`src/hdl/fbfl_pkg.sv`:
```
`timescale 1ns / 1ps
// ----------------------------------------------------------------------------
// fbfl_pkg
// Types, sizes and codes shared by the free list allocator modules.
// ----------------------------------------------------------------------------
package fbfl_pkg;

   localparam int POOL_BLOCKS = 56;
   localparam int IDX_W       = 6;
   localparam int COUNT_W     = 6;
   localparam int STATUS_W    = 2;

   typedef logic [IDX_W-1:0]    idx_type;
   typedef logic [COUNT_W-1:0]  count_type;
   typedef logic [STATUS_W-1:0] status_type;

   // A link at or above the pool size ends the list.
   localparam idx_type   NULL_LINK  = idx_type'(POOL_BLOCKS);
   localparam idx_type   LAST_BLOCK = idx_type'(POOL_BLOCKS - 1);
   localparam count_type COUNT_MAX  = '1;
   localparam count_type COUNT_ZERO = '0;

   localparam logic ACT_ALLOC = 1'b0;
   localparam logic ACT_FREE  = 1'b1;

   localparam status_type STATUS_OK        = 2'd0;
   localparam status_type STATUS_EXHAUSTED = 2'd1;
   localparam status_type STATUS_FOREIGN   = 2'd2;

   typedef struct packed {
      logic    en;
      idx_type addr;
      idx_type data;
   } link_wr_type;

endpackage

```
`src/hdl/fbfl_if.sv`:
```
`timescale 1ns / 1ps
// ----------------------------------------------------------------------------
// fbfl request and response channels
// Valid/ready channels carrying allocator requests and their results.
// ----------------------------------------------------------------------------
interface fbfl_req_if;
   logic              valid;
   logic              ready;
   logic              action;
   fbfl_pkg::idx_type block_index;

   modport source (output valid, output action, output block_index, input ready);
   modport sink (input valid, input action, input block_index, output ready);
endinterface

interface fbfl_rsp_if;
   logic                 valid;
   logic                 ready;
   fbfl_pkg::idx_type    granted_block;
   fbfl_pkg::status_type status;
   fbfl_pkg::count_type  in_use;

   modport source (output valid, output granted_block, output status, output in_use,
                   input ready);
   modport sink (input valid, input granted_block, input status, input in_use,
                 output ready);
endinterface

```
`src/hdl/fbfl_ram.sv`:
```
`timescale 1ns / 1ps
// ----------------------------------------------------------------------------
// fbfl_ram
// Generic single write port, single read port RAM with registered read data.
// ----------------------------------------------------------------------------
module fbfl_ram #(
   parameter int WIDTH = 8,
   parameter int DEPTH = 16
) (
   input  logic                     clock,
   input  logic                     wr_en,
   input  logic [$clog2(DEPTH)-1:0] wr_addr,
   input  logic [WIDTH-1:0]         wr_data,
   input  logic [$clog2(DEPTH)-1:0] rd_addr,
   output logic [WIDTH-1:0]         rd_data
);

   logic [WIDTH-1:0] mem_ff [DEPTH];
   logic [WIDTH-1:0] rd_data_ff;

   always_ff @(posedge clock) begin
      if (wr_en) begin
         mem_ff[wr_addr] <= wr_data;
      end
      rd_data_ff <= mem_ff[rd_addr];
   end

   assign rd_data = rd_data_ff;

endmodule

```
`src/hdl/fbfl_link_store.sv`:
```
`timescale 1ns / 1ps
// ----------------------------------------------------------------------------
// fbfl_link_store
// Next-link memory of the free list, with per-entry valid bits so that an
// entry never written since reset reads as its initial chain value.
// ----------------------------------------------------------------------------
module fbfl_link_store (
   input  logic                  clock,
   input  logic                  reset,
   input  fbfl_pkg::idx_type     rd_addr,
   input  fbfl_pkg::link_wr_type wr,
   output fbfl_pkg::idx_type     rd_link
);

   logic [fbfl_pkg::POOL_BLOCKS-1:0] valid_ff;
   logic [fbfl_pkg::POOL_BLOCKS-1:0] valid_in;
   logic                             rd_valid_ff;
   logic                             rd_valid_in;
   fbfl_pkg::idx_type                rd_addr_ff;
   fbfl_pkg::idx_type                ram_q;
   fbfl_pkg::idx_type                init_link;

   fbfl_ram #(
      .WIDTH (fbfl_pkg::IDX_W),
      .DEPTH (fbfl_pkg::POOL_BLOCKS)
   ) u_ram (
      .clock   (clock),
      .wr_en   (wr.en),
      .wr_addr (wr.addr),
      .wr_data (wr.data),
      .rd_addr (rd_addr),
      .rd_data (ram_q)
   );

   always_comb begin
      valid_in = valid_ff;
      if (wr.en && (wr.addr < fbfl_pkg::NULL_LINK)) begin
         valid_in[wr.addr] = 1'b1;
      end
      rd_valid_in = (rd_addr < fbfl_pkg::NULL_LINK) ? valid_ff[rd_addr] : 1'b0;
   end

   always_ff @(posedge clock) begin
      if (reset) begin
         valid_ff    <= '0;
         rd_valid_ff <= 1'b0;
      end else begin
         valid_ff    <= valid_in;
         rd_valid_ff <= rd_valid_in;
      end
      rd_addr_ff <= rd_addr;
   end

   // After reset each block links to the next, and the last one ends the list.
   assign init_link = (rd_addr_ff == fbfl_pkg::LAST_BLOCK) ? fbfl_pkg::NULL_LINK
                                                           : rd_addr_ff + fbfl_pkg::idx_type'(1);
   assign rd_link   = rd_valid_ff ? ram_q : init_link;

endmodule

```
`src/hdl/fixed_block_free_list_allocator_core.sv`:
```
`timescale 1ns / 1ps
// ----------------------------------------------------------------------------
// fixed_block_free_list_allocator_core
// Pool allocator of fixed blocks over a linked free list held in a RAM.
// ----------------------------------------------------------------------------
// Requests arrive on req_bus: action 0 allocates a block, action 1 frees the
// block named by block_index. Each request gives exactly one result on
// rsp_bus: the granted block, a status (ok, pool exhausted, foreign index)
// and the number of blocks in use after the request.
// A request is accepted in ST_IDLE, where the link of the current head is
// read from the link RAM; in ST_EXEC the read data returns and, once the
// output register is free, the list head and count are updated and the
// result is registered. Because the link read is registered, no new request
// is taken until the current one commits and leaves ST_EXEC.
// Reset clears the valid bits of the link store, so every block is chained in
// order with block 0 at the head; requests are taken as soon as reset is
// released.
// If the receiver stalls, the result is held in the output register; one
// further request may be accepted and waits in ST_EXEC until the output
// register is free.
// ----------------------------------------------------------------------------
module fixed_block_free_list_allocator_core (
   input logic clock,
   input logic reset,
   fbfl_req_if.sink   req_bus,
   fbfl_rsp_if.source rsp_bus
);

   typedef enum logic {
      ST_IDLE,
      ST_EXEC
   } state_type;

   state_type             state_ff, state_in;
   logic                  action_ff;
   fbfl_pkg::idx_type     index_ff;
   fbfl_pkg::idx_type     head_ff, head_in;
   logic                  empty_ff, empty_in;
   fbfl_pkg::count_type   count_ff, count_in;
   logic                  rsp_valid_ff, rsp_valid_in;
   fbfl_pkg::idx_type     granted_ff, granted_in;
   fbfl_pkg::status_type  status_ff, status_in;
   fbfl_pkg::idx_type     link;
   fbfl_pkg::link_wr_type link_wr;
   logic                  accept;
   logic                  commit;

   fbfl_link_store u_link_store (
      .clock   (clock),
      .reset   (reset),
      .rd_addr (head_ff),
      .wr      (link_wr),
      .rd_link (link)
   );

   assign req_bus.ready = (state_ff == ST_IDLE);
   assign accept        = req_bus.valid && req_bus.ready;
   assign commit        = (state_ff == ST_EXEC) && (!rsp_valid_ff || rsp_bus.ready);

   always_comb begin
      state_in     = state_ff;
      head_in      = head_ff;
      empty_in     = empty_ff;
      count_in     = count_ff;
      granted_in   = granted_ff;
      status_in    = status_ff;
      rsp_valid_in = rsp_valid_ff && !rsp_bus.ready;
      link_wr      = '0;

      unique case (state_ff)
         ST_IDLE: begin
            if (accept) begin
               state_in = ST_EXEC;
            end
         end
         ST_EXEC: begin
            if (commit) begin
               state_in     = ST_IDLE;
               rsp_valid_in = 1'b1;
               granted_in   = '0;
               status_in    = fbfl_pkg::STATUS_OK;
               if (action_ff == fbfl_pkg::ACT_ALLOC) begin
                  if (empty_ff || (head_ff >= fbfl_pkg::NULL_LINK)) begin
                     status_in = fbfl_pkg::STATUS_EXHAUSTED;
                  end else begin
                     granted_in = head_ff;
                     if (link >= fbfl_pkg::NULL_LINK) begin
                        empty_in = 1'b1;
                        head_in  = '0;
                     end else begin
                        head_in = link;
                     end
                     if (count_ff != fbfl_pkg::COUNT_MAX) begin
                        count_in = count_ff + fbfl_pkg::count_type'(1);
                     end
                  end
               end else begin
                  if (index_ff >= fbfl_pkg::NULL_LINK) begin
                     status_in = fbfl_pkg::STATUS_FOREIGN;
                  end else begin
                     link_wr.en   = 1'b1;
                     link_wr.addr = index_ff;
                     link_wr.data = empty_ff ? fbfl_pkg::NULL_LINK : head_ff;
                     head_in      = index_ff;
                     empty_in     = 1'b0;
                     if (count_ff != fbfl_pkg::COUNT_ZERO) begin
                        count_in = count_ff - fbfl_pkg::count_type'(1);
                     end
                  end
               end
            end
         end
         default: begin
            state_in = ST_IDLE;
         end
      endcase
   end

   always_ff @(posedge clock) begin
      if (reset) begin
         state_ff     <= ST_IDLE;
         head_ff      <= '0;
         empty_ff     <= 1'b0;
         count_ff     <= '0;
         rsp_valid_ff <= 1'b0;
      end else begin
         state_ff     <= state_in;
         head_ff      <= head_in;
         empty_ff     <= empty_in;
         count_ff     <= count_in;
         rsp_valid_ff <= rsp_valid_in;
      end
      if (accept) begin
         action_ff <= req_bus.action;
         index_ff  <= req_bus.block_index;
      end
      granted_ff <= granted_in;
      status_ff  <= status_in;
   end

   assign rsp_bus.valid         = rsp_valid_ff;
   assign rsp_bus.granted_block = granted_ff;
   assign rsp_bus.status        = status_ff;
   assign rsp_bus.in_use        = count_ff;

endmodule

```
`src/flat_wrapper.sv`:
```
// flat-port wrapper written by rule: the top's interface ports become plain ports
module fixed_block_free_list_allocator_core_flat 
  (clock, reset, req_bus_valid, req_bus_action, req_bus_block_index, req_bus_ready, rsp_bus_valid, rsp_bus_granted_block, rsp_bus_status, rsp_bus_in_use, rsp_bus_ready);
  fbfl_req_if req_bus_i ();
  fbfl_rsp_if rsp_bus_i ();
  input logic clock;
  input logic reset;
  input wire logic [$bits(req_bus_i.valid)-1:0] req_bus_valid;
  input wire logic [$bits(req_bus_i.action)-1:0] req_bus_action;
  input wire logic [$bits(req_bus_i.block_index)-1:0] req_bus_block_index;
  output wire logic [$bits(req_bus_i.ready)-1:0] req_bus_ready;
  output wire logic [$bits(rsp_bus_i.valid)-1:0] rsp_bus_valid;
  output wire logic [$bits(rsp_bus_i.granted_block)-1:0] rsp_bus_granted_block;
  output wire logic [$bits(rsp_bus_i.status)-1:0] rsp_bus_status;
  output wire logic [$bits(rsp_bus_i.in_use)-1:0] rsp_bus_in_use;
  input wire logic [$bits(rsp_bus_i.ready)-1:0] rsp_bus_ready;
  assign req_bus_i.valid = req_bus_valid;
  assign req_bus_i.action = req_bus_action;
  assign req_bus_i.block_index = req_bus_block_index;
  assign req_bus_ready = req_bus_i.ready;
  assign rsp_bus_valid = rsp_bus_i.valid;
  assign rsp_bus_granted_block = rsp_bus_i.granted_block;
  assign rsp_bus_status = rsp_bus_i.status;
  assign rsp_bus_in_use = rsp_bus_i.in_use;
  assign rsp_bus_i.ready = rsp_bus_ready;
  fixed_block_free_list_allocator_core u_core (.clock(clock), .reset(reset), .req_bus(req_bus_i), .rsp_bus(rsp_bus_i));
endmodule
```
`config.mk`:
```
export PLATFORM = sky130hd
export DESIGN_NAME = fixed_block_free_list_allocator_core_flat
export DESIGN_NICKNAME = d
export VERILOG_FILES = /design/src/hdl/fbfl_pkg.sv /design/src/hdl/fbfl_if.sv /design/src/hdl/fbfl_ram.sv /design/src/hdl/fbfl_link_store.sv /design/src/hdl/fixed_block_free_list_allocator_core.sv /design/src/flat_wrapper.sv
export SDC_FILE = /design/constraint.sdc
export NUM_CORES = 1
export LEC_CHECK = 0
export BUFFER_PORTS_ARGS = -buffer_cell sky130_fd_sc_hd__clkbuf_2
export CAP_MARGIN = 20
export CORE_ASPECT_RATIO = 1.1
export CORE_MARGIN = 2
export CORE_UTILIZATION = 25
export CTS_CLUSTER_DIAMETER = 100
export DETAILED_ROUTE_END_ITERATION = 10
export GPL_ROUTABILITY_DRIVEN = 0
export GPL_TIMING_DRIVEN = 0
export PLACE_DENSITY = 0.5
export RECOVER_POWER = 25
export SYNTH_ARGS = -nofsm -noshare
export SYNTH_HDL_FRONTEND = slang
export SYNTH_SLANG_ARGS = --single-unit
```
`constraint.sdc`:
```
create_clock -name clock -period 4.12 [get_ports clock]
set_input_delay 1.03 -clock clock [delete_from_list [all_inputs] [get_ports clock]]
set_output_delay 1.03 -clock clock [all_outputs]
set_load 0.01 [all_outputs]
```
Yosys cells after proc, flatten, opt, wreduce, memory -nomap -nowiden. Memory sizes are Yosys's and may differ from the RTL's. A register that Yosys moved wholly into a read port is not among the register bits. Cells that the tools add are included.

Bits in registers: 93. Latch bits: 0. RAM bits: 336. Memory bits (read-only): 0. Input bits: 11. Output and inout bits: 16. Memories kept: 1.

Memories: u_core.u_link_store.u_ram.mem_ff (depth 56, width 6, rd ports 1, clocked after Yosys merged registers in 1, write ports 1, line fbfl_ram.sv:18) `logic [WIDTH-1:0] mem_ff [DEPTH];`.

Add/subtract/negate cells: 3. $mul: 0. Div/mod/pow operators: 0. Magnitude comparators: 8. Equal/unequal tests: 5. Shift-type cells: 0. Multiplexer cells: 34. Bitwise logic cells: 3. Reductions and logical operators: 18.

Operator list (number): 2-to-1 mux 6 bit (12); OR 56 bit (1); 2-to-1 mux 13 bit (4); >= comparator 6 bit (second input constant) (3); < comparator 6 x 7 -> 1 bit (second input constant) (2); 2-to-1 mux 1 bit (13); adder 6 x 1 -> 6 bit (second input constant) (2); < comparator 6 bit (second input constant) (2); binary-select mux 1 bit (select 6 bit) (1); demux 1 bit (select 6 bit) (1); equality test 6 bit (second input constant) (1); >= comparator 6 x 1 -> 1 bit (second input constant) (1); inequality test 6 bit (second input constant) (1); AND reduction 6 bit (1); nonzero test 6 bit (1); subtractor 6 x 1 -> 6 bit (second input constant) (1); logical AND 1 bit (5); AND reduction 5 bit (1); 2-to-1 mux 2 bit (2); inequality test 2 bit (second input constant) (2); AND reduction 4 bit (1); nonzero test 2 bit (2); OR reduction 2 bit (2); logical NOT 1 bit (2); other kinds (5) (7).

Depth between registers and ports, before layout.
Word-level depth: 10. Gate-level depth with buffers: 9. Gate-level depth less buffers: 7.

Cells and area by module. Synthesis repeated with hierarchy kept, for this count alone.

Cells, all modules: 1023. Area, all modules: 17407.9 um^2.

Modules (own cells, without submodules): fbfl_ram (times used 1, cells an instance 599, area each 13281.5 um^2, seq. area each 10209.8 um^2); fbfl_link_store (times used 1, cells an instance 281, area each 2622.5 um^2, seq. area each 1261.2 um^2); fixed_block_free_list_allocator_core (times used 1, cells an instance 143, area each 1503.9 um^2, seq. area each 750.7 um^2).

Worst setup path after synthesis. OpenSTA, ideal clock, no wires.

Path kind: input to register. From: input rsp_bus_ready. To: memory u_core.u_link_store.u_ram.mem_ff[0][2] in the netlist's numbering (data pin). Setup time: 0.622 ns. Data arrival time: 3.821 ns. Required time: 3.498 ns. Slack: -0.323 ns. Cell stages on the path: 5. Buffers on the path: 2. Cells stage by stage: nand2b_1 buf_2 nand4_2 buf_2 nor3_1.

RTL lines: start, declared (line flat_wrapper.sv:16) `input wire logic [$bits(rsp_bus_i.ready)-1:0] rsp_bus_ready;`; end, declared (line fbfl_ram.sv:18).

==> flow_metrics.py <==
metrics = {
    "status": {
        "run_status": "finished clean",
    },
    "critical_path": {
        "reg2reg_to": "u_core.u_link_store.u_ram.mem_ff[12][3]$_DFFE_PP_",
        "cp_common_cell": "clkbuf_1",
        "slowest_delay_ps": 830,
        "reg2regPathDepth": 7,
        "worst-path-buf-inv": 5,
        "path_max_fanout": 44,
        "crit_arrival_ps": 3820,
        "crit_required_ps": 4510,
        "end_kind": "register",
        "worstSetupPathType": "register to register",
        "worstSetupStartpointType": "register",
        "regToRegStartpoint": "u_core.head_ff[3]$_SDFFE_PP0P_",
        "path_cells": "buf_6 > buf_2 > clkbuf_1 > clkbuf_1 > nor2_1 > nor2_4 > buf_12",
        "r2r_setup_slack_ps": 690,
        "path_delay_family": "buffers and inverters",
        "cp_slowest_cell": "clkbuf_1",
    },
    "sta": {
        "finalCritPeriodShare_pct": 83.2,
        "max_slew_margin_pct": 3.50,
        "tns_ps": 0,
        "slew_viol_final": 0,
        "rsz0062_at_grt": "no",
        "setup_violations": 0,
        "worstMarginPinSlew_ps": 1430,
        "hold_viol": 0,
        "period_minus_slack_ps": 3430,
        "skew_ps": 15.4,
        "max_freq_mhz": 292,
    },
    "grt": {
        "grt_antenna_before_repair": 0,
        "grt.total_usage_pct": 12.7,
        "grt_first_pass_wirelength_mm": 67.4,
        "grt_pass1_vias": 9963,
        "overflow": 0,
        "grt_start_max_net_pins": 49,
    },
    "synthesis": {
        "synth_nets": 1083,
        "synth_ff_type": "edfxtp_1",
        "synth-seq-cells": 435,
        "synth_edf_count": 351,
        "synthTopCellsByArea": "edfxtp_1, mux4_2, dfxtp_1",
        "syn_area_um2": 17500,
        "yosysWarnings": 0,
        "syn_area_per_cell_um2": 16.4,
        "yosysTopAreaCell": "edfxtp_1",
        "synth_cell_types": 66,
        "syn_inst": 1066,
        "synth_top_area_share_pct": 60.2,
        "ys_async_sr_fraction_pct": 0,
        "seq_area_frac_synth_pct": 69.8,
    },
    "clock_network": {
        "worstSkewPairLatency_ps": 580,
        "h-tree-depth": 2,
        "cts_tree": "done",
        "post-cts-setup-buffers": 0,
        "clock_sinks": 435,
        "cts_buffers": 46,
        "cts-resized-gates": 0,
        "clkTransAtPathRegs_ps": 60,
        "cts_hold_buf": 0,
        "cts.path.max_buffers": 3,
        "root_buffer": "clkbuf_16",
    },
    "routing": {
        "detail-route-antenna-nets": 0,
        "num_vias": 9782,
        "postRouteWirelength_mm": 45.4,
        "wire_per_inst_um": 21.5,
        "firstDrtPassIters": 6,
        "drcViolationCount": 0,
        "drt_iter0_markers": 638,
        "viasPerCell": 4.64,
    },
    "layout": {
        "fin_util_pct": 29.5,
        "drive_gt1_share_pct": 17.8,
        "final_common_cell": "edfxtp_1",
        "fillerInstances": 6893,
        "nets": 1166,
        "final_cell_area_um2": 20400,
        "final_cell_mix": "edfxtp_1, nor2_1, mux4_2",
        "area_growth_pct": 16.6,
        "fin_cells": 2110,
        "num_antenna_cells": 0,
    },
    "job": {
        "drv_cap": 0,
    },
    "power_and_ir_drop": {
        "p_per_area_nw_per_um2": 468,
        "leakage_nw": 6.76,
        "peakVddDrop_uv": 268,
    },
    "die": {
        "dieArea_um2": 72100,
        "io_pins": 27,
        "rows": 101,
        "dieHeight_um": 281,
        "fp.coreArea_um2": 69100,
        "initial_core_util_pct": 25.3,
        "die_x_um": 256,
    },
    "hold_path": {
        "whs_path_depth": 0,
        "min_to": "u_core.u_link_store.rd_addr_ff[1]$_DFF_P_",
        "hold_path_class": "register to register",
        "hold_start": "u_core.head_ff[1]$_SDFFE_PP0P_",
    },
    "placed_design": {
        "place_area_um2": 19000,
        "hpwlAfterDp_mm": 30.8,
        "io_buffer_count": 25,
        "placed_cells": 2028,
    },
}
==> final cells by class <==
type	count	area, µm²	share of cell area (%)
plain buffers	61	358	1.75
clock buffers	65	1260	6.19
clock inverters	17	234	1.15
inverters	11	41.3	0.202
multi-input cells	559	4850	23.8
flip-flops and latches	435	12200	59.9
well taps	927	1160	5.68
repair buffers	35	272	1.33
==> cell families (layout without fill, tap and decap cells) <==
kind of cell    count (synthesis)  count (layout)  share of synthesized area, %
buf+inv                        72             189                          2.34
flops                         435             435                          69.8
xor+xnor                        5               5                         0.250
compound gates                145             145                          5.65
simple gates                  260             260                          6.86
fa+ha+maj                       6               6                         0.472
mux                           143             143                          14.6
==> synthesized netlist by cell type (7+ instances only) <==
cell type / number
a211oi_1: 11
a21oi_1: 68
and3_1: 13
buf_2: 14
buf_4: 10
buf_6: 9
clkbuf_1: 24
dfxtp_1: 84
edfxtp_1: 351
inv_1: 10
mux2i_1: 48
mux4_2: 89
nand2_1: 32
nand3_1: 16
nor2_1: 142
nor2b_1: 11
nor3_1: 12
o21ai_0: 7
==> flip-flops by register name, summed over array words and instances (netlist names), 2 cells and up <==
name / cells
u_core.rsp_bus.status: 2
u_core.u_link_store.valid_ff: 56
u_core.u_link_store.rd_addr_ff: 6
u_core.u_link_store.u_ram.rd_data: 6
u_core.rsp_bus.in_use: 6
u_core.u_link_store.u_ram.mem_ff: 336
u_core.rsp_bus.granted_block: 6
u_core.index_ff: 6
u_core.head_ff: 6
==> routing by layer <==
layer	routed length (µm)	part of all wire, %	global-route usage, %
met5	0	0	0
met4	1780	3.9	5.76
met3	2180	4.8	2.15
met2	22400	49	21.7
met1	19000	42	15.6
==> metrics by stage <==
step	hold slack [ps]	power [W]	setup WS (ps)
floorplan	351	0.00525	640
global placement	360	0.00546	-1440
detailed placement	356	0.00547	386
CTS	369	0.00965	997
global route	373	0.00985	504
finish	369	0.00954	691
==> power breakdown <==
part,internal (W),switching (W),total (W),leakage (nW)
registers,0.00475,0.0000425,0.00479,4.32
clock network,0.00250,0.00166,0.00417,0.723
logic,0.000213,0.000370,0.000583,1.71
total,0.00746,0.00208,0.00954,6.76
==> worst max-delay path by stage <==
stage / start / end / slack (ps) / cells after the start
detailed placement: rsp_bus_ready / u_core.u_link_store.u_ram.mem_ff[6][1]$_DFFE_PP_ / 390 / 8
CTS: rsp_bus_ready / u_core.u_link_store.u_ram.mem_ff[6][3]$_DFFE_PP_ / 1000 / 8
finish: u_core.head_ff[3]$_SDFFE_PP0P_ / u_core.u_link_store.u_ram.mem_ff[12][3]$_DFFE_PP_ / 690 / 7
global route: u_core.head_ff[3]$_SDFFE_PP0P_ / u_core.u_link_store.u_ram.mem_ff[9][3]$_DFFE_PP_ / 500 / 7
floorplan: rsp_bus_ready / u_core.u_link_store.u_ram.mem_ff[0][5]$_DFFE_PP_ / 640 / 5
global placement: rsp_bus_ready / u_core.u_link_store.u_ram.mem_ff[2][5]$_DFFE_PP_ / -1440 / 6
==> worst register-to-register path, stage by stage (launching register included) <==
cell and delay [ps]:
dfxtp_1 350, buf_6 160, buf_2 370, clkbuf_1 710
clkbuf_1 830, nor2_1 190, nor2_4 340, buf_12 250
(Power assumes the default switching activity.)
